$ cat src/bavg_pkg.sv
// Shared types and constants of the block average downsampler.
package bavg_pkg;

   localparam int PIX_W       = 8;
   localparam int SUM_W       = 16;
   localparam int BS_W        = 5;
   localparam int WIDTH_W     = 12;
   localparam int HEIGHT_W    = 16;
   localparam int AREA_W      = 10;   // block area, at most 31 * 31
   localparam int REM_W       = AREA_W;
   localparam int RECIP_SHIFT = 24;
   localparam int DIV_W       = RECIP_SHIFT + 1;
   localparam int STEP_W      = 5;
   localparam int PROD_W      = SUM_W + DIV_W;

   localparam int CSR_ADDR_W = 4;
   localparam int CSR_DATA_W = 32;
   localparam int REG_IDX_W  = 2;

   localparam logic [REG_IDX_W-1:0] REG_BLOCK_SIZE   = 2'd0;
   localparam logic [REG_IDX_W-1:0] REG_IMAGE_WIDTH  = 2'd1;
   localparam logic [REG_IDX_W-1:0] REG_IMAGE_HEIGHT = 2'd2;

   localparam logic [BS_W-1:0]     BLOCK_SIZE_RESET   = 5'd2;
   localparam logic [WIDTH_W-1:0]  IMAGE_WIDTH_RESET  = 12'd640;
   localparam logic [HEIGHT_W-1:0] IMAGE_HEIGHT_RESET = 16'd480;

   localparam int QUEUE_DEPTH = 4;
   localparam int QPTR_W      = 2;
   localparam int QCNT_W      = 3;

   typedef enum logic [1:0] {
      CFG_IDLE,
      CFG_COLS,
      CFG_ROWS,
      CFG_RECIP
   } cfg_state_type;

   // effective settings and the values derived from them
   typedef struct packed {
      logic                busy;
      logic [BS_W-1:0]     bs;
      logic [WIDTH_W-1:0]  w;
      logic [HEIGHT_W-1:0] h;
      logic [WIDTH_W-1:0]  out_cols;
      logic [WIDTH_W-1:0]  col_limit;
      logic [HEIGHT_W-1:0] row_limit;
      logic [AREA_W-1:0]   area;
      logic [DIV_W-1:0]    recip;
   } derived_type;

   // one finished block on its way to the mean pipeline
   typedef struct packed {
      logic [SUM_W-1:0] blue_sum;
      logic [SUM_W-1:0] green_sum;
      logic [SUM_W-1:0] red_sum;
      logic             row_end;
      logic             frame_end;
   } block_type;

endpackage

$ cat src/bavg_fifo.sv
// Short queue of finished block sums between the accumulator and the mean pipeline.
module bavg_fifo (
   input  logic                        clock,
   input  logic                        reset,
   input  logic                        push,
   input  bavg_pkg::block_type         push_data,
   input  logic                        pop,
   output bavg_pkg::block_type         pop_data,
   output logic                        empty,
   output logic [bavg_pkg::QCNT_W-1:0] count
);

   bavg_pkg::block_type               entry_ff [bavg_pkg::QUEUE_DEPTH];
   logic [bavg_pkg::QPTR_W-1:0]       wr_ptr_ff, wr_ptr_in;
   logic [bavg_pkg::QPTR_W-1:0]       rd_ptr_ff, rd_ptr_in;
   logic [bavg_pkg::QCNT_W-1:0]       count_ff, count_in;
   logic                              do_pop;

   assign empty  = (count_ff == '0);
   assign count  = count_ff;
   assign do_pop = pop & ~empty;
   assign pop_data = entry_ff[rd_ptr_ff];

   always_comb begin
      wr_ptr_in = push ? wr_ptr_ff + bavg_pkg::QPTR_W'(1) : wr_ptr_ff;
      rd_ptr_in = do_pop ? rd_ptr_ff + bavg_pkg::QPTR_W'(1) : rd_ptr_ff;
      count_in  = count_ff + bavg_pkg::QCNT_W'(push) - bavg_pkg::QCNT_W'(do_pop);
   end

   always_ff @(posedge clock) begin
      if (reset) begin
         wr_ptr_ff <= '0;
         rd_ptr_ff <= '0;
         count_ff  <= '0;
      end else begin
         wr_ptr_ff <= wr_ptr_in;
         rd_ptr_ff <= rd_ptr_in;
         count_ff  <= count_in;
      end
   end

   always_ff @(posedge clock) begin
      if (push) begin
         entry_ff[wr_ptr_ff] <= push_data;
      end
   end

endmodule

$ cat config.mk
export PLATFORM = sky130hd
export DESIGN_NAME = bavg_fifo
export DESIGN_NICKNAME = d
export VERILOG_FILES = /design/src/bavg_pkg.sv /design/src/bavg_fifo.sv
export SDC_FILE = /design/constraint.sdc
export NUM_CORES = 1
export LEC_CHECK = 0
export ABC_AREA = 0
export BUFFER_PORTS_ARGS = -buffer_cell sky130_fd_sc_hd__buf_2
export CORE_AREA = 5 5 106 158
export DETAILED_ROUTE_END_ITERATION = 16
export DIE_AREA = 0 0 111 163
export PLACE_DENSITY = 0.76
export SLEW_MARGIN = 0
export SYNTH_ARGS = -nofsm -noshare
export SYNTH_HDL_FRONTEND = slang
export SYNTH_SLANG_ARGS = --single-unit
$ cat constraint.sdc
create_clock -name clock -period 2.95 [get_ports clock]
set_input_delay 0.59 -clock clock [delete_from_list [all_inputs] [get_ports clock]]
set_output_delay 0.59 -clock clock [all_outputs]
set_load 0.02 [all_outputs]
==> summary.md <==
| Metric | Value |
|---|---|
| Status | `completed` |
| Nets | `~500` |
| Synthesis-to-finish area growth | `17.2%` |
| Peak supply drop | `between 400 and 500 µV` |
| HPWL after DPL | `approximately 8.4 mm` |
| Synth Area in XOR/XNOR | `0.00404` |
| #FFs+latches synth | `209` |
| Arr. time, crit path | `just under 2 ns` |
| HP Class | `in -> reg` |
| Post-synth net total | `roughly 370` |
| Synth Warn # | `0` |
| CP max stage cell | `mux4_2` |
| Area share of fa/ha/maj cells after synthesis | `0.0123` |
| Max_slew headroom | `0.587` |
| Pre-CTS setup slack | `between 0.8 and 0.9 ns` |
| Cell Area, Synth | `0.00773 mm²` |
| Core area | `0.0153 mm²` |
| Reg2Reg Setup Slack | `0.93 ns` |
| Largest cells by area after synthesis | `edfxtp_1 78%, mux4_2 15%, dfxtp_1 2.3%` |
| Finished Cell Area | `roughly 0.009 mm²` |
| Gpl congestion | `just over 0.7` |
| Complex-gate fraction of the synthesized area | `0.00227` |
| GRT met1 Usage | `0.180` |
| Avg WL per Cell | `between 20 and 25 µm` |
| Post-synth cell types | `21` |
| Vias | `approximately 3400` |
| Met3 usage in global routing | `0.0260` |
| Worst-case reg-to-reg path depth | `8` |
| TritonCTS clock tree | `built` |
| Die Ht | `163 µm` |
| CP Class | `reg -> out` |
| Most used flip-flop cell after synthesis | `edfxtp_1` |
| Total grt overflow | `0` |
| Internal cell power | `5.32 mW` |
| Grt peak-use layer | `met2` |
| Post-synth EDFFs | `200` |
| Post-synth ARST share | `0` |
| Most common cell in the netlist | `edfxtp_1` |
| PostCTS Resize Cnt | `0` |
| Clock slew at reported path FFs | `0.06 ns` |
| Inserted Diodes | `0` |
| Routed vias/inst | `about 5.3` |
| Share of layout cells above drive strength 1 | `0.454` |
| Synthesized area per cell | `roughly 25 µm²` |
| Largest net degree at the start of global routing | `51` |
| Mux contribution to synthesized area | `0.151` |
| Post-route ant nets | `0` |
| Max incr delay on CP | `roughly 0.59 ns` |
| Net Switching | `1.82 mW` |
| Post-DP Area | `0.00852 mm²` |
| Cell accounting for the most synthesized area | `edfxtp_1` |
| Worst-case clock buffer depth | `3` |
| Setup Viol. Count Final | `0` |
| Vias in the first global route | `around 3700` |
| Register area share after synthesis | `0.800` |
| Final hold vios | `0` |
| Main combinational cell family by area after synthesis | `multiplexers` |
| Switch share | `0.255` |
| Worst-Margin Slew | `roughly 0.62 ns` |
| Tot GR Track Use | `0.147` |
| Cell Rows | `56` |
| Post-synthesis simple-gate area fraction | `0.00922` |
| Combinational share of power | `0.211` |
| Post-CTS Hold Fix Bufs | `0` |
| M2 GR Usage | `0.270` |
| Residual DRC | `0` |
| End point of the worst hold path | `entry_ff[2][19]` |
| Mapped Cells | `between 300 and 400` |
| DRT Wirelength | `about 13 mm` |
| Setup WS post-layout | `~0.4 ns` |
| Critical R2R Launch | `count[1]` |
| Crit path launch type | `flip-flop` |
| Die area | `between 0.015 and 0.02 mm²` |
| Fin crit period | `~2.5 ns` |
| First-pass GRT wire length | `just over 20 mm` |
| Worst Skew | `0.00645 ns` |
| Clk root buf | `clkbuf_16` |
| Max-slew violations | `0` |
| Htree depth | `1` |
| Starting Density | `0.504` |
| Sequential power share | `0.488` |
| Crit-path max FO | `50` |
| Clock network power share | `0.301` |
| Top cells by count, synth | `200 x edfxtp_1, 50 x mux4_2, 9 x dfxtp_1` |
| CP delay by family, top | `multiplexers` |
| Die W | `around 110 µm` |
| Hold Path Depth | `1` |
| HP Start | `push_data[19]` |
| Post-CTS setup buffer count | `0` |
| Num CTS Buffers | `18` |
| # Max-Cap Violations | `0` |
| Power Density | `between 700 and 800 mW/mm²` |
| Setup TNS | `0 ns` |
| First-iteration detailed-routing DRC count | `134` |
| R2r endpoint | `count[2]` |
| Worst Setup End Kind | `output pin` |
| Clock Latency Late Sink | `between 0.4 and 0.5 ns` |
| First-pass detailed-route iteration total | `4` |
| Worst hold slack | `roughly 0.34 ns` |
| CP Data Required Time | `between 2 and 2.5 ns` |
| Initial antenna violation count | `2` |
| Critical Path, Cell by Cell | `buf_12 -> mux4_2 -> buf_2` |
| Static leakage | `between 3 and 4 nW` |
| Final worst-path cycle share | `0.864` |
| IO Pins | `between 100 and 150` |
| RSZ-0062 raised after global routing | `false` |
| Clk sink count | `about 210` |
| FMAX | `between 300 and 400 MHz` |
| CP bufs+invs | `2` |
| Port buffer count | `about 110` |
| Top cell type's share of synthesized area | `0.777` |
## cells in the final DEF (no fill, tap or decap), drive strengths merged, types with 2 or more instances in the layout
master	netlist	layout
buf	12	118
mux4	50	50
edfxtp	200	200
clkbuf	1	28
dfxtp	9	9
ha	6	6
inv	5	5
clkinv	0	2
nor2b	3	3
nor2	6	6
mux2	3	3
and2	4	4
## metal layers
layer  part of all wire  vias up
li1                   -     1536
met1               0.38     1772
met2               0.55       95
met3              0.045       22
met4              0.018        4
met5             0.0021        -
## sequential cells by signal (all words and copies together), names as in the netlist, named ones only
register / count
count: 3
rd_ptr_ff: 2
entry_ff: 200
wr_ptr_ff: 2
## worst max-delay path by stage
stage / startpoint / end / slack [ns] / depth (start not counted)
6_report: flip-flop / pop_data[27] / 0.40 / 3
2_1_floorplan: push / entry_ff[0][0] / 0.75 / 1
3_5_place_dp: pop / count[2] / 0.81 / 9
5_1_grt: flip-flop / pop_data[27] / 0.30 / 3
4_1_cts: flip-flop / pop_data[27] / 0.33 / 3
3_3_place_gp: flip-flop / pop_data[27] / 0.86 / 3
## metrics by stage
step / instances / power, mW / utilization
floorplan: 306 / 4.70 / -
global placement: 614 / 5.04 / 0.555
detailed placement: 614 / 5.10 / 0.555
CTS: 644 / 7.24 / 0.591
global route: 644 / 7.46 / 0.591
finish: 644 / 7.14 / 0.591
## power groups by stage
stage	Combinational, mW	Sequential, mW	Clock (mW)
2_1_floorplan	1.14	3.55	0
3_5_place_dp	1.54	3.55	0
4_1_cts	1.55	3.49	2.21
3_3_place_gp	1.50	3.54	0
6_report	1.50	3.48	2.15
5_1_grt	1.62	3.50	2.34
## final cells by class
type,count,area [µm²]
sequential,209,6190
fill,1085,6280
timing repair buffer,118,668
inverter,5,18.8
clock inverter,2,10.0
tap,203,254
multi-input combinational,79,1390
clock buffer,28,529
## logic make-up (layout without fill, tap and decap cells)
kind of cell,after synthesis,in the layout
adders and majority gates,7,7
and+or+nand+nor,14,14
DFF,209,209
xor gates and xnor gates,2,2
AOI/OAI and AO/OA,2,2
muxes,54,54
buffers and inverters,18,153
No activity file was read; power rests on OpenSTA's default activity.
