File: config.mk
export PLATFORM = sky130hd
export DESIGN_NAME = bavg_back_flat
export DESIGN_NICKNAME = d
export VERILOG_FILES = /design/src/bavg_pkg.sv /design/src/bavg_if.sv /design/src/bavg_back.sv /design/src/flat_wrapper.sv
export SDC_FILE = /design/constraint.sdc
export NUM_CORES = 2
export LEC_CHECK = 0
export ABC_AREA = 1
export BUFFER_PORTS_ARGS = -buffer_cell sky130_fd_sc_hd__buf_2
export CAP_MARGIN = 20
export CORE_MARGIN = 10
export CORE_UTILIZATION = 66
export CTS_CLUSTER_SIZE = 25
export DETAILED_ROUTE_END_ITERATION = 16
export GPL_ROUTABILITY_DRIVEN = 0
export HOLD_SLACK_MARGIN = 0.08
export MAX_ROUTING_LAYER = met4
export PLACE_DENSITY_LB_ADDON = 0.2
export SKIP_LAST_GASP = 1
export SYNTH_ARGS = -nofsm -noshare
export SYNTH_HDL_FRONTEND = slang
export SYNTH_SLANG_ARGS = --single-unit
File: constraint.sdc
create_clock -name clock -period 8 [get_ports clock]
set_input_delay 1.2 -clock clock [delete_from_list [all_inputs] [get_ports clock]]
set_output_delay 1.2 -clock clock [all_outputs]
set_load 0.05 [all_outputs]
File: src/bavg_pkg.sv
// Shared types and constants of the block average downsampler.
package bavg_pkg;

   localparam int PIX_W       = 8;
   localparam int SUM_W       = 16;
   localparam int BS_W        = 5;
   localparam int WIDTH_W     = 12;
   localparam int HEIGHT_W    = 16;
   localparam int AREA_W      = 10;   // block area, at most 31 * 31
   localparam int REM_W       = AREA_W;
   localparam int RECIP_SHIFT = 24;
   localparam int DIV_W       = RECIP_SHIFT + 1;
   localparam int STEP_W      = 5;
   localparam int PROD_W      = SUM_W + DIV_W;

   localparam int CSR_ADDR_W = 4;
   localparam int CSR_DATA_W = 32;
   localparam int REG_IDX_W  = 2;

   localparam logic [REG_IDX_W-1:0] REG_BLOCK_SIZE   = 2'd0;
   localparam logic [REG_IDX_W-1:0] REG_IMAGE_WIDTH  = 2'd1;
   localparam logic [REG_IDX_W-1:0] REG_IMAGE_HEIGHT = 2'd2;

   localparam logic [BS_W-1:0]     BLOCK_SIZE_RESET   = 5'd2;
   localparam logic [WIDTH_W-1:0]  IMAGE_WIDTH_RESET  = 12'd640;
   localparam logic [HEIGHT_W-1:0] IMAGE_HEIGHT_RESET = 16'd480;

   localparam int QUEUE_DEPTH = 4;
   localparam int QPTR_W      = 2;
   localparam int QCNT_W      = 3;

   typedef enum logic [1:0] {
      CFG_IDLE,
      CFG_COLS,
      CFG_ROWS,
      CFG_RECIP
   } cfg_state_type;

   // effective settings and the values derived from them
   typedef struct packed {
      logic                busy;
      logic [BS_W-1:0]     bs;
      logic [WIDTH_W-1:0]  w;
      logic [HEIGHT_W-1:0] h;
      logic [WIDTH_W-1:0]  out_cols;
      logic [WIDTH_W-1:0]  col_limit;
      logic [HEIGHT_W-1:0] row_limit;
      logic [AREA_W-1:0]   area;
      logic [DIV_W-1:0]    recip;
   } derived_type;

   // one finished block on its way to the mean pipeline
   typedef struct packed {
      logic [SUM_W-1:0] blue_sum;
      logic [SUM_W-1:0] green_sum;
      logic [SUM_W-1:0] red_sum;
      logic             row_end;
      logic             frame_end;
   } block_type;

endpackage

File: src/bavg_if.sv


interface bavg_rsp_if;
   logic                       valid;
   logic                       ready;
   logic [bavg_pkg::PIX_W-1:0] blue_out;
   logic [bavg_pkg::PIX_W-1:0] green_out;
   logic [bavg_pkg::PIX_W-1:0] red_out;
   logic                       row_end;
   logic                       frame_end;

   modport source (output valid, output blue_out, output green_out, output red_out,
                   output row_end, output frame_end, input ready);
   modport sink (input valid, input blue_out, input green_out, input red_out,
                 input row_end, input frame_end, output ready);
endinterface

File: src/bavg_back.sv
// Rounded-mean pipeline: reciprocal multiply, remainder correction, round to even.
module bavg_back (
   input  logic                  clock,
   input  logic                  reset,
   input  bavg_pkg::derived_type dv,
   input  logic                  q_empty,
   input  bavg_pkg::block_type   q_data,
   output logic                  pop,
   bavg_rsp_if.source            rsp_ch
);

   localparam int SW = bavg_pkg::SUM_W;
   localparam int RW = bavg_pkg::REM_W + 1;

   logic adv;
   logic [SW-1:0] q_sum [3];

   logic                        a_valid_ff;
   logic                        a_row_end_ff, a_frame_end_ff;
   logic [SW-1:0]               a_sum_ff  [3];
   logic [bavg_pkg::PROD_W-1:0] a_prod_ff [3];

   logic          b_valid_ff;
   logic          b_row_end_ff, b_frame_end_ff;
   logic [SW-1:0] b_q0_ff [3];
   logic [RW-1:0] b_r0_ff [3];
   logic [SW-1:0] a_q0    [3];
   logic [SW+bavg_pkg::AREA_W-1:0] a_qa [3];

   logic                       out_valid_ff;
   logic                       out_row_end_ff, out_frame_end_ff;
   logic [bavg_pkg::PIX_W-1:0] out_pix_ff [3];
   logic [bavg_pkg::PIX_W-1:0] mean [3];

   assign adv = ~out_valid_ff | rsp_ch.ready;
   assign pop = adv & ~q_empty;

   assign q_sum[0] = q_data.blue_sum;
   assign q_sum[1] = q_data.green_sum;
   assign q_sum[2] = q_data.red_sum;

   always_ff @(posedge clock) begin
      if (reset) begin
         a_valid_ff   <= 1'b0;
         b_valid_ff   <= 1'b0;
         out_valid_ff <= 1'b0;
      end else if (adv) begin
         a_valid_ff   <= pop;
         b_valid_ff   <= a_valid_ff;
         out_valid_ff <= b_valid_ff;
      end
   end

   // stage A: sum times reciprocal of the area
   always_ff @(posedge clock) begin
      if (adv) begin
         a_row_end_ff   <= q_data.row_end;
         a_frame_end_ff <= q_data.frame_end;
         for (int c = 0; c < 3; c++) begin
            a_sum_ff[c]  <= q_sum[c];
            a_prod_ff[c] <= bavg_pkg::PROD_W'(q_sum[c]) * bavg_pkg::PROD_W'(dv.recip);
         end
      end
   end

   // stage B: estimate may be one low; keep its remainder
   always_comb begin
      for (int c = 0; c < 3; c++) begin
         a_q0[c] = a_prod_ff[c][bavg_pkg::RECIP_SHIFT +: SW];
         a_qa[c] = (SW + bavg_pkg::AREA_W)'(a_q0[c]) * (SW + bavg_pkg::AREA_W)'(dv.area);
      end
   end

   always_ff @(posedge clock) begin
      if (adv) begin
         b_row_end_ff   <= a_row_end_ff;
         b_frame_end_ff <= a_frame_end_ff;
         for (int c = 0; c < 3; c++) begin
            b_q0_ff[c] <= a_q0[c];
            b_r0_ff[c] <= RW'(a_sum_ff[c] - SW'(a_qa[c]));
         end
      end
   end

   // stage C: fix the estimate, round half to even, clip at 255
   always_comb begin
      logic [SW:0]   q1;
      logic [SW:0]   q2;
      logic [RW-1:0] r1;
      logic          up;
      for (int c = 0; c < 3; c++) begin
         if (b_r0_ff[c] >= RW'(dv.area)) begin
            q1 = (SW + 1)'(b_q0_ff[c]) + (SW + 1)'(1);
            r1 = b_r0_ff[c] - RW'(dv.area);
         end else begin
            q1 = (SW + 1)'(b_q0_ff[c]);
            r1 = b_r0_ff[c];
         end
         up = ({r1, 1'b0} > (RW + 1)'(dv.area)) ||
              (({r1, 1'b0} == (RW + 1)'(dv.area)) && q1[0]);
         q2 = q1 + (SW + 1)'(up);
         mean[c] = (q2 > (SW + 1)'(255)) ? bavg_pkg::PIX_W'(255)
                                         : q2[bavg_pkg::PIX_W-1:0];
      end
   end

   always_ff @(posedge clock) begin
      if (adv) begin
         out_row_end_ff   <= b_row_end_ff;
         out_frame_end_ff <= b_frame_end_ff;
         for (int c = 0; c < 3; c++) begin
            out_pix_ff[c] <= mean[c];
         end
      end
   end

   assign rsp_ch.valid     = out_valid_ff;
   assign rsp_ch.blue_out  = out_pix_ff[0];
   assign rsp_ch.green_out = out_pix_ff[1];
   assign rsp_ch.red_out   = out_pix_ff[2];
   assign rsp_ch.row_end   = out_row_end_ff;
   assign rsp_ch.frame_end = out_frame_end_ff;

endmodule

File: src/flat_wrapper.sv
// flat-port wrapper written by rule: the top's interface ports become plain ports
module bavg_back_flat 
  (clock, reset, dv, q_empty, q_data, pop, rsp_ch_valid, rsp_ch_blue_out, rsp_ch_green_out, rsp_ch_red_out, rsp_ch_row_end, rsp_ch_frame_end, rsp_ch_ready);
  bavg_rsp_if rsp_ch_i ();
  input  logic clock;
  input  logic reset;
  input  bavg_pkg::derived_type dv;
  input  logic q_empty;
  input  bavg_pkg::block_type q_data;
  output logic pop;
  output wire logic [$bits(rsp_ch_i.valid)-1:0] rsp_ch_valid;
  output wire logic [$bits(rsp_ch_i.blue_out)-1:0] rsp_ch_blue_out;
  output wire logic [$bits(rsp_ch_i.green_out)-1:0] rsp_ch_green_out;
  output wire logic [$bits(rsp_ch_i.red_out)-1:0] rsp_ch_red_out;
  output wire logic [$bits(rsp_ch_i.row_end)-1:0] rsp_ch_row_end;
  output wire logic [$bits(rsp_ch_i.frame_end)-1:0] rsp_ch_frame_end;
  input wire logic [$bits(rsp_ch_i.ready)-1:0] rsp_ch_ready;
  assign rsp_ch_valid = rsp_ch_i.valid;
  assign rsp_ch_blue_out = rsp_ch_i.blue_out;
  assign rsp_ch_green_out = rsp_ch_i.green_out;
  assign rsp_ch_red_out = rsp_ch_i.red_out;
  assign rsp_ch_row_end = rsp_ch_i.row_end;
  assign rsp_ch_frame_end = rsp_ch_i.frame_end;
  assign rsp_ch_i.ready = rsp_ch_ready;
  bavg_back u_core (.clock(clock), .reset(reset), .dv(dv), .q_empty(q_empty), .q_data(q_data), .pop(pop), .rsp_ch(rsp_ch_i));
endmodule
==> reports/results.txt <==
Status -> complete, no violations
Max Clock Skew -> 0.0178 ns
IO Count -> 191
Synthesized net count -> 8968
First-pass GRT wire length -> 241000 um
TritonRoute pass-1 iters -> 6
Unrepaired setup endpoints after global routing -> false
Synth area leader -> fa_1
Clock buffer depth -> 2
Die area -> 97900 um2
Critical Path End Type -> flop
Slew Viols, Final -> 0
Root Driver -> clkbuf_16
Wire per inst -> 17.6 um
Die Ht -> 313 um
Inst Count DP -> 8291
Netlist cell types -> 53
Mapped cell area -> 56600 um2
Multi-input logic area -> 41900 um2
Initial Util -> 66.5%
Data arrival, critical path -> 7.52 ns
Avg Cell Area, Syn -> 7.82 um2
Worst setup SP type -> input pin
Top-area cell type share of the netlist area -> 38.2%
Post-route ant nets -> 0
Inserted Clock Buffers -> 17
Drc violations -> 0
# fillers -> 6896
Final period util -> 91.2%
CTS H-tree depth -> 4
Worst path required time -> 8.22 ns
Gr usage total -> 31.5%
Final hold vios -> 0
Sequential cell area -> 5830 um2
IO Port Bufs -> 116
Post-cts sizing count -> 0
Fmax -> 137 MHz
Grt total ovfl -> 0
Synth cell count leaders -> 2042 x inv_1, 1960 x nand2_1, 1080 x fa_1
Top cells by area, synth -> fa_1 38%, inv_1 14%, nand2_1 13%, ha_1 11%, edfxtp_1 10%
MaxCap Viol Count -> 0
Final WS setup -> 0.700 ns
Initial drt markers -> 4016
Initial antenna violation count -> 11
Clock sink count -> 195
Number of global-route vias before repair -> 47755
Largest net degree at the start of global routing -> 128
Layout Nets -> 8889
Min Tclk post-route -> 7.30 ns
CP Max Fanout -> 26
TNS Setup -> 0 ns
Hold-fix buffers at CTS -> 0
Clock Pin Slew Worst Setup and Hold Paths -> 0.08 ns
Postcts setup bufs -> 0
Dpl hpwl -> 116000 um
Leading cell type by number of instances after synthesis -> inv_1
Worst-margin pin slew -> 0.966 ns
Synthesis-to-layout area growth -> 4.20%
Chip width -> 313 um
Commonest register cell after synthesis -> edfxtp_1
Via count -> 45608
CTS tree -> yes
Non-filler cells, final -> 8332
Slew margin rel. -> 35.6%
Async SR Flop Fraction -> 0%
Mapped Cells -> 7245
Hold Crit Class -> reg2reg
Total detailed-routing wirelength -> 147000 um
Fraction of layout cells with a size suffix above 1 -> 4.10%
Seq cells post-synth -> 195
Core ar. -> 85100 um2
Row count -> 107
Sequential element share of the synthesized area -> 10.3%
Setup Viol. Count Final -> 0
Via density -> 5.47
Worst reg2reg setup slack -> 2.57 ns
Number of synthesized flops with an enable pin -> 192
Pre-CTS WS -> 0.472 ns
Ys Warns -> 0
CP Class -> in2reg
Clk_lat worst skew -> 0.48 ns
[cell families (layout without fill, tap and decap cells)]
family	count (synthesis)	in the layout	share of synthesized area (%)
AND/OR/NAND/NOR	2471	2471	17.5
buffers and inverters	2366	2300	15.7
adder cells (fa/ha/maj)	1560	1560	48.8
AO/OA/AOI/OAI	425	425	4.20
XOR/XNOR	224	224	3.46
flip-flops	195	195	10.3
multiplexers	4	4	0.0751
other	0	9	0
[layout make-up]
cell class / count / area share [%]
Clock inverter: 15 / 0.305
Multi-Input combinational cell: 4684 / 71.0
Inverter: 2045 / 13.0
Sequential cell: 195 / 9.87
Antenna cell: 9 / 0.0382
Clock buffer: 17 / 0.721
Timing Repair Buffer: 223 / 2.62
Tap cell: 1144 / 2.43
[final timing paths]
path,startpoint,to,cells after the start
setup / recovery,dv[16],u_core.a_prod_ff[0][80]$_DFFE_PN_,24
hold / removal,u_core.a_frame_end_ff$_DFFE_PN_,u_core.b_frame_end_ff$_DFFE_PN_,0
setup reg to reg,u_core.b_r0_ff[0][8]$_DFFE_PN_,u_core.out_pix_ff[0][1]$_SDFFCE_PN1N_,26
hold reg to reg,u_core.a_frame_end_ff$_DFFE_PN_,u_core.b_frame_end_ff$_DFFE_PN_,0
[metrics by stage]
stage | instance area, um2 | hold WS (ns) | util (%)
final | 59000 | 0.423 | 69.3
after detailed placement | 58400 | 0.405 | 68.6
after global routing | 59000 | 0.421 | 69.3
after CTS | 59000 | 0.424 | 69.3
after floorplan | 56600 | 0.400 | -
after global placement | 58400 | 0.401 | 68.6
[placed cells by master (no fill, tap or decap), drive strengths merged, types with 6 or more instances in the layout]
master,n
nand4,79
ha,480
nand2,1963
edfxtp,192
xor2,156
o21bai,14
nand3,122
nand3b,6
a21oi,207
a221oi,6
fa,1080
clkbuf,17
nor2,250
nor3,38
buf,223
diode,9
o21ai,118
xnor2,68
a21o,11
o211ai,7
clkinv,9
a31oi,26
inv,2051
a211oi,7
o21a,15
[flip-flops by register name, summed over array words and instances (netlist names), 24 cells and up]
name               count
u_core.b_q0_ff        48
u_core.a_prod_ff      48
u_core.a_sum_ff       33
u_core.b_r0_ff        33
u_core.out_pix_ff     24
[layer usage]
layer | track usage [%] | part of all wire [%] | up-vias
met5 | - | 0 | -
met4 | 10.1 | 3.2 | 0
met3 | 7.73 | 11 | 316
met2 | 49.5 | 46 | 2288
met1 | 40.0 | 39 | 22165
li1 | - | - | 20839
[critical path, cell delays in order]
cell	delay, ns
buf_2	0.54
buf_12	0.29
nand2_1	0.08
inv_1	0.09
fa_1	0.40
inv_1	0.09
fa_1	0.41
fa_1	0.49
inv_1	0.05
fa_1	0.48
fa_1	0.50
inv_1	0.05
fa_1	0.48
inv_1	0.07
ha_1	0.35
nand2_1	0.09
nand2_1	0.13
a31oi_1	0.64
o21ai_0	0.25
a21oi_1	0.17
nand2_1	0.24
nand3_1	0.17
nand2_1	0.10
xor2_1	0.15
Power is not shown: default switching activity piles up to over one toggle a cycle in this logic, so the estimate is an artifact.
