File: src/bavg_pkg.sv
// Shared types and constants of the block average downsampler.
package bavg_pkg;

   localparam int PIX_W       = 8;
   localparam int SUM_W       = 16;
   localparam int BS_W        = 5;
   localparam int WIDTH_W     = 12;
   localparam int HEIGHT_W    = 16;
   localparam int AREA_W      = 10;   // block area, at most 31 * 31
   localparam int REM_W       = AREA_W;
   localparam int RECIP_SHIFT = 24;
   localparam int DIV_W       = RECIP_SHIFT + 1;
   localparam int STEP_W      = 5;
   localparam int PROD_W      = SUM_W + DIV_W;

   localparam int CSR_ADDR_W = 4;
   localparam int CSR_DATA_W = 32;
   localparam int REG_IDX_W  = 2;

   localparam logic [REG_IDX_W-1:0] REG_BLOCK_SIZE   = 2'd0;
   localparam logic [REG_IDX_W-1:0] REG_IMAGE_WIDTH  = 2'd1;
   localparam logic [REG_IDX_W-1:0] REG_IMAGE_HEIGHT = 2'd2;

   localparam logic [BS_W-1:0]     BLOCK_SIZE_RESET   = 5'd2;
   localparam logic [WIDTH_W-1:0]  IMAGE_WIDTH_RESET  = 12'd640;
   localparam logic [HEIGHT_W-1:0] IMAGE_HEIGHT_RESET = 16'd480;

   localparam int QUEUE_DEPTH = 4;
   localparam int QPTR_W      = 2;
   localparam int QCNT_W      = 3;

   typedef enum logic [1:0] {
      CFG_IDLE,
      CFG_COLS,
      CFG_ROWS,
      CFG_RECIP
   } cfg_state_type;

   // effective settings and the values derived from them
   typedef struct packed {
      logic                busy;
      logic [BS_W-1:0]     bs;
      logic [WIDTH_W-1:0]  w;
      logic [HEIGHT_W-1:0] h;
      logic [WIDTH_W-1:0]  out_cols;
      logic [WIDTH_W-1:0]  col_limit;
      logic [HEIGHT_W-1:0] row_limit;
      logic [AREA_W-1:0]   area;
      logic [DIV_W-1:0]    recip;
   } derived_type;

   // one finished block on its way to the mean pipeline
   typedef struct packed {
      logic [SUM_W-1:0] blue_sum;
      logic [SUM_W-1:0] green_sum;
      logic [SUM_W-1:0] red_sum;
      logic             row_end;
      logic             frame_end;
   } block_type;

endpackage

File: src/bavg_cfg.sv
// Register file and the serial divider that derives block counts and the reciprocal.
module bavg_cfg #(
   parameter int MAX_WIDTH = 2048,
   parameter int MAX_BLOCK = 16
) (
   input  logic                            clock,
   input  logic                            reset,
   input  logic                            csr_psel,
   input  logic                            csr_penable,
   input  logic                            csr_pwrite,
   input  logic [bavg_pkg::CSR_ADDR_W-1:0] csr_paddr,
   input  logic [bavg_pkg::CSR_DATA_W-1:0] csr_pwdata,
   output logic [bavg_pkg::CSR_DATA_W-1:0] csr_prdata,
   output logic                            csr_pready,
   output bavg_pkg::derived_type           dv
);

   logic [bavg_pkg::BS_W-1:0]      block_size_ff, block_size_in;
   logic [bavg_pkg::WIDTH_W-1:0]   image_width_ff, image_width_in;
   logic [bavg_pkg::HEIGHT_W-1:0]  image_height_ff, image_height_in;
   logic [bavg_pkg::REG_IDX_W-1:0] reg_idx;
   logic                           wr;

   logic [bavg_pkg::BS_W-1:0]     eff_bs;
   logic [bavg_pkg::WIDTH_W-1:0]  eff_w;
   logic [bavg_pkg::HEIGHT_W-1:0] eff_h;
   logic [bavg_pkg::AREA_W-1:0]   area;

   bavg_pkg::cfg_state_type        state_ff, state_in;
   logic [bavg_pkg::STEP_W-1:0]    step_ff, step_in;
   logic [bavg_pkg::DIV_W-1:0]     quo_ff, quo_in;
   logic [bavg_pkg::REM_W-1:0]     rem_ff, rem_in;
   logic [bavg_pkg::DIV_W-1:0]     dividend;
   logic [bavg_pkg::AREA_W-1:0]    divisor;
   logic                           busy;
   logic [bavg_pkg::DIV_W-1:0]     cur_dvd;
   logic [bavg_pkg::REM_W-1:0]     cur_rem;
   logic [bavg_pkg::REM_W:0]       shifted;
   logic                           take;
   logic                           last_step;

   logic [bavg_pkg::WIDTH_W-1:0]  out_cols_ff;
   logic [bavg_pkg::WIDTH_W-1:0]  col_limit_ff;
   logic [bavg_pkg::HEIGHT_W-1:0] row_limit_ff;
   logic [bavg_pkg::DIV_W-1:0]    recip_ff;

   assign csr_pready = 1'b1;
   assign wr      = csr_psel & csr_penable & csr_pwrite & csr_pready;
   assign reg_idx = csr_paddr[bavg_pkg::CSR_ADDR_W-1:2];

   always_comb begin
      block_size_in   = block_size_ff;
      image_width_in  = image_width_ff;
      image_height_in = image_height_ff;
      if (wr) begin
         case (reg_idx)
            bavg_pkg::REG_BLOCK_SIZE: begin
               block_size_in = csr_pwdata[bavg_pkg::BS_W-1:0];
            end
            bavg_pkg::REG_IMAGE_WIDTH: begin
               image_width_in = csr_pwdata[bavg_pkg::WIDTH_W-1:0];
            end
            bavg_pkg::REG_IMAGE_HEIGHT: begin
               image_height_in = csr_pwdata[bavg_pkg::HEIGHT_W-1:0];
            end
            default: begin
            end
         endcase
      end
   end

   always_ff @(posedge clock) begin
      if (reset) begin
         block_size_ff   <= bavg_pkg::BLOCK_SIZE_RESET;
         image_width_ff  <= bavg_pkg::IMAGE_WIDTH_RESET;
         image_height_ff <= bavg_pkg::IMAGE_HEIGHT_RESET;
      end else begin
         block_size_ff   <= block_size_in;
         image_width_ff  <= image_width_in;
         image_height_ff <= image_height_in;
      end
   end

   always_comb begin
      case (reg_idx)
         bavg_pkg::REG_BLOCK_SIZE:   csr_prdata = bavg_pkg::CSR_DATA_W'(block_size_ff);
         bavg_pkg::REG_IMAGE_WIDTH:  csr_prdata = bavg_pkg::CSR_DATA_W'(image_width_ff);
         bavg_pkg::REG_IMAGE_HEIGHT: csr_prdata = bavg_pkg::CSR_DATA_W'(image_height_ff);
         default:                    csr_prdata = '0;
      endcase
   end

   // clamp out-of-range settings
   always_comb begin
      if (block_size_ff == '0) begin
         eff_bs = bavg_pkg::BS_W'(1);
      end else if (32'(block_size_ff) > MAX_BLOCK) begin
         eff_bs = bavg_pkg::BS_W'(MAX_BLOCK);
      end else begin
         eff_bs = block_size_ff;
      end
      if (image_width_ff == '0) begin
         eff_w = bavg_pkg::WIDTH_W'(1);
      end else if (32'(image_width_ff) > MAX_WIDTH) begin
         eff_w = bavg_pkg::WIDTH_W'(MAX_WIDTH);
      end else begin
         eff_w = image_width_ff;
      end
      eff_h = (image_height_ff == '0) ? bavg_pkg::HEIGHT_W'(1) : image_height_ff;
   end

   assign area = bavg_pkg::AREA_W'(eff_bs) * bavg_pkg::AREA_W'(eff_bs);

   // one restoring step per cycle; step zero takes a fresh dividend
   assign last_step = (step_ff == bavg_pkg::STEP_W'(bavg_pkg::DIV_W - 1));
   assign cur_dvd   = (step_ff == '0) ? dividend : quo_ff;
   assign cur_rem   = (step_ff == '0) ? '0 : rem_ff;
   assign shifted   = {cur_rem, cur_dvd[bavg_pkg::DIV_W-1]};
   assign take      = (shifted >= {1'b0, divisor});
   assign rem_in    = take ? bavg_pkg::REM_W'(shifted - {1'b0, divisor})
                           : shifted[bavg_pkg::REM_W-1:0];
   assign quo_in    = {cur_dvd[bavg_pkg::DIV_W-2:0], take};

   // next state
   always_comb begin
      state_in = state_ff;
      step_in  = last_step ? '0 : step_ff + bavg_pkg::STEP_W'(1);
      case (state_ff)
         bavg_pkg::CFG_IDLE: begin
            step_in = '0;
         end
         bavg_pkg::CFG_COLS: begin
            if (last_step) state_in = bavg_pkg::CFG_ROWS;
         end
         bavg_pkg::CFG_ROWS: begin
            if (last_step) state_in = bavg_pkg::CFG_RECIP;
         end
         bavg_pkg::CFG_RECIP: begin
            if (last_step) state_in = bavg_pkg::CFG_IDLE;
         end
         default: begin
            state_in = bavg_pkg::CFG_IDLE;
            step_in  = '0;
         end
      endcase
      if (wr) begin
         state_in = bavg_pkg::CFG_COLS;
         step_in  = '0;
      end
   end

   // outputs of the sequencer
   always_comb begin
      busy     = 1'b1;
      dividend = '0;
      divisor  = bavg_pkg::AREA_W'(1);
      case (state_ff)
         bavg_pkg::CFG_IDLE: begin
            busy = 1'b0;
         end
         bavg_pkg::CFG_COLS: begin
            dividend = bavg_pkg::DIV_W'(eff_w);
            divisor  = bavg_pkg::AREA_W'(eff_bs);
         end
         bavg_pkg::CFG_ROWS: begin
            dividend = bavg_pkg::DIV_W'(eff_h);
            divisor  = bavg_pkg::AREA_W'(eff_bs);
         end
         bavg_pkg::CFG_RECIP: begin
            dividend = bavg_pkg::DIV_W'(1) << bavg_pkg::RECIP_SHIFT;
            divisor  = area;
         end
         default: begin
            busy = 1'b1;
         end
      endcase
   end

   always_ff @(posedge clock) begin
      if (reset) begin
         state_ff <= bavg_pkg::CFG_COLS;
         step_ff  <= '0;
      end else begin
         state_ff <= state_in;
         step_ff  <= step_in;
      end
   end

   always_ff @(posedge clock) begin
      quo_ff <= quo_in;
      rem_ff <= rem_in;
      if (last_step) begin
         case (state_ff)
            bavg_pkg::CFG_COLS: begin
               out_cols_ff  <= bavg_pkg::WIDTH_W'(quo_in);
               col_limit_ff <= eff_w - bavg_pkg::WIDTH_W'(rem_in);
            end
            bavg_pkg::CFG_ROWS: begin
               row_limit_ff <= eff_h - bavg_pkg::HEIGHT_W'(rem_in);
            end
            bavg_pkg::CFG_RECIP: begin
               recip_ff <= quo_in;
            end
            default: begin
            end
         endcase
      end
   end

   assign dv.busy      = busy;
   assign dv.bs        = eff_bs;
   assign dv.w         = eff_w;
   assign dv.h         = eff_h;
   assign dv.out_cols  = out_cols_ff;
   assign dv.col_limit = col_limit_ff;
   assign dv.row_limit = row_limit_ff;
   assign dv.area      = area;
   assign dv.recip     = recip_ff;

endmodule

File: config.mk
export PLATFORM = sky130hd
export DESIGN_NAME = bavg_cfg
export DESIGN_NICKNAME = d
export VERILOG_FILES = /design/src/bavg_pkg.sv /design/src/bavg_cfg.sv
export SDC_FILE = /design/constraint.sdc
export NUM_CORES = 1
export LEC_CHECK = 0
export ABC_AREA = 1
export BUFFER_PORTS_ARGS = -buffer_cell sky130_fd_sc_hd__buf_2
export CAP_MARGIN = 5
export CELL_PAD_IN_SITES_DETAIL_PLACEMENT = 0
export CELL_PAD_IN_SITES_GLOBAL_PLACEMENT = 1
export CORE_ASPECT_RATIO = 0.7
export CORE_MARGIN = 2
export CORE_UTILIZATION = 28
export DETAILED_ROUTE_END_ITERATION = 16
export PLACE_DENSITY_LB_ADDON = 0.1
export SLEW_MARGIN = 10
export SYNTH_ARGS = -nofsm -noshare
export SYNTH_HDL_FRONTEND = slang
export SYNTH_SLANG_ARGS = --single-unit
File: constraint.sdc
create_clock -name clock -period 9.35 [get_ports clock]
set_clock_uncertainty 0.15 [all_clocks]
set_input_delay 1.4025 -clock clock [delete_from_list [all_inputs] [get_ports clock]]
set_output_delay 1.4025 -clock clock [all_outputs]
set_load 0.005 [all_outputs]
==> impl_results.md <==
- Outcome: complete, no violations
- Final min period: just under 8000 ps
- Clock Sinks: between 100 and 150
- Leak pwr: between 4 and 5 nW
- CP Max Fanout: 14
- Clock power frac: 0.254
- IO Pins: around 180
- Post-DP HPWL: approximately 19000 um
- Final Setup Violations: 0
- Layout cells sized above 1: 0.2085
- Combinational Power Share: 0.467
- Total gr overflow: 0
- Post-synth EDFFs: between 60 and 70
- P_sw: around 1.1 mW
- Post CTS Setup Buffer Count: 0
- Buffers & Inverters on Critical Path: 6
- Crit path launch type: flop
- Asr flop ratio synth: 0
- Peak supply drop: 0.0001484 V
- Post-synth top area share: 0.2610
- Root Buffer: clkbuf_16
- Top cells by count, synth: nand2_1 (161), inv_1 (143), nor2_1 (82)
- Worst-margin pin slew: ~870 ps
- CP Data Arrival Time: 7780 ps
- Top_reg_cell synth: dfxtp_1
- PortBufs: ~150
- Internal power: roughly 1.6 mW
- Class of the worst hold path: flop to flop
- Die Y: about 140 um
- CTS tree: done
- Area Overhead vs Synth: 21.67%
- Mapped Cells: around 890
- Largest net degree at the start of global routing: 35
- CTS Hold Buffers Added: 0
- Synth area leader: edfxtp_1
- Most common cell in the netlist: nand2_1
- Placed Cells: between 1000 and 1500
- Core Region: 0.02646 mm^2
- Yosys cell types: 44
- Initial antenna violation count: 2
- Aggregate global-route resource usage: 0.1691
- First-pass GRT wire length: roughly 35000 um
- Die width: between 150 and 200 um
- Vias post-DR: about 6000
- Syn Area/Cell: around 8.4 um^2
- Final ANT Viol Nets: 0
- DR iter-0 viols: 323
- Final worst slack: about 1600 ps
- Nets@finish: about 1100
- Final Hold Vio Count: 0
- Final Slew Violations: 0
- CP Data Required Time: roughly 9400 ps
- Gpl congestion: approximately 0.83
- Layout Cells excl Fill: 1401
- Rel. slew slack: 0.4196
- Clock transition at the registers of the reported paths: approximately 60 ps
- DRC viols: 0
- H-tree level count: 4
- Site Rows: 50
- Synthesized cell area: roughly 0.0075 mm^2
- Final worst-path cycle share: 0.8282
- DRT Pass-1 Iters: 5
- CP max stage cell: fa_1
- Setup TNS: 0 ps
- Maximum clock path buffer count: 2
- Sequential fraction of the synthesis area: 0.4618
- Synthesized flop and latch total: 140
- Sequential share of power: 0.279
- WL final: ~23000 um
- Dpl ws: around 1500 ps
- Sw Share: 0.4175
- Yosys synthesis warning count: 0
- Routed WL per cell: ~17 um
- Vias in the first global route: about 5700
- Most frequent CP cell: nand2_1
- DR vias/cell: roughly 4.3
- Die footprint: between 0.02 and 0.03 mm^2
- Post-cts sizing count: 0
- Max incr delay on CP: roughly 540 ps
- Max Clock Freq: 0.1291 GHz
- RSZ-0062 raised after global routing: false
- Clock Latency Late Sink: roughly 430 ps
- Pwr/cell area: 302.5 mW/mm^2
- Total of max-cap violations: 0
- Crit Path Class: flop to flop
- CP delay by family, top: adder cells
- Initial core utilization: 0.2826
- Final Core Density: 0.3438
- Synth area leaders: edfxtp_1 (26%), dfxtp_1 (20%), nand2_1 (8.1%), ha_1 (7.5%), inv_1 (7.2%)
- Total CTS buffers: 17
- CP Capture Type: flop
## flip-flops by register name (all words and copies together) (netlist names)
register,flops
block_size_ff,5
col_limit_ff,12
image_height_ff,16
image_width_ff,12
out_cols_ff,12
quo_ff,25
recip_ff,25
rem_ff,10
row_limit_ff,16
state_ff,2
step_ff,5
## routing by layer
metal	up-vias	share of wire	routed length [um]	GRT usage
met2	130	0.42	9759	0.2437
met5	-	0.0010	24	0
met3	15	0.062	1436	0.05167
met4	4	0.0087	201	0.03810
li1	3113	-	-	-
met1	2768	0.51	11790	0.2457
## cells in the final DEF, fill, tap and decap left out, drive strengths merged, types with 15 or more instances in the layout
cell type  instances
nand2            177
buf              149
inv              146
nor2              86
dfxtp             75
edfxtp            65
a21oi             55
o21ai             50
ha                45
nand3             38
conb              22
xor2              21
clkbuf            19
o211ai            15
## cell families after synthesis
kind of cell               Yosys count  share of synthesized area
other                                2                   0.001004
DFF                                140                     0.4618
adders and majority gates           52                    0.09404
and+or+nand+nor                    320                     0.1844
AOI/OAI and AO/OA                  146                     0.1151
muxes                                1                   0.001339
buffers and inverters              197                     0.1094
xor gates and xnor gates            28                    0.03280
## power by group through the flow
stage	logic [mW]	registers (mW)	clock network (mW)
after floorplan	0.937	0.777	0
final	1.29	0.768	0.699
after global placement	1.30	0.780	0
after detailed placement	1.29	0.780	0
after CTS	1.30	0.767	0.718
after global routing	1.47	0.771	0.745
## area by class of cell
type | instances | area [um^2]
multi-input combinational | 569 | 3286
clock inverter | 13 | 166.4
sequential | 140 | 3453
inverter | 146 | 548.0
clock buffer | 19 | 432.9
timing repair buffer | 149 | 753.2
fill | 2870 | 17370
tap | 364 | 455.4
antenna | 1 | 2.502
## worst reg2reg max path: cells and delay by family (launching register included)
family / cells / cell delay (ps)
simple gates: 22 / 2550
flops: 1 / 340
xor+xnor: 1 / 210
buf+inv: 6 / 830
fa+ha+maj: 6 / 2560
compound gates: 4 / 850
## metrics by stage
| step | instance area (um^2) | hold slack, ps | power, mW |
|---|---|---|---|
| finish | 9097 | 271.7 | 2.752 |
| floorplan | 7552 | 252.5 | 1.714 |
| global route | 9095 | 288.5 | 2.982 |
| detailed placement | 8496 | 261.5 | 2.068 |
| CTS | 9095 | 271.5 | 2.782 |
| global placement | 8496 | 263.1 | 2.082 |
## final timing paths
path / slack, ps / from / endpoint / cells after the start
worst max-delay path: 1610 / block_size_ff[1]$_SDFFE_PP1P_ / row_limit_ff[11]$_DFFE_PP_ / 39
worst min-delay path: 270 / quo_ff[18]$_DFF_P_ / quo_ff[19]$_DFF_P_ / 2
worst max register to register: 1610 / block_size_ff[1]$_SDFFE_PP1P_ / row_limit_ff[11]$_DFFE_PP_ / 39
worst min register to register: 270 / quo_ff[18]$_DFF_P_ / quo_ff[19]$_DFF_P_ / 2
(Power assumes the default switching activity.)
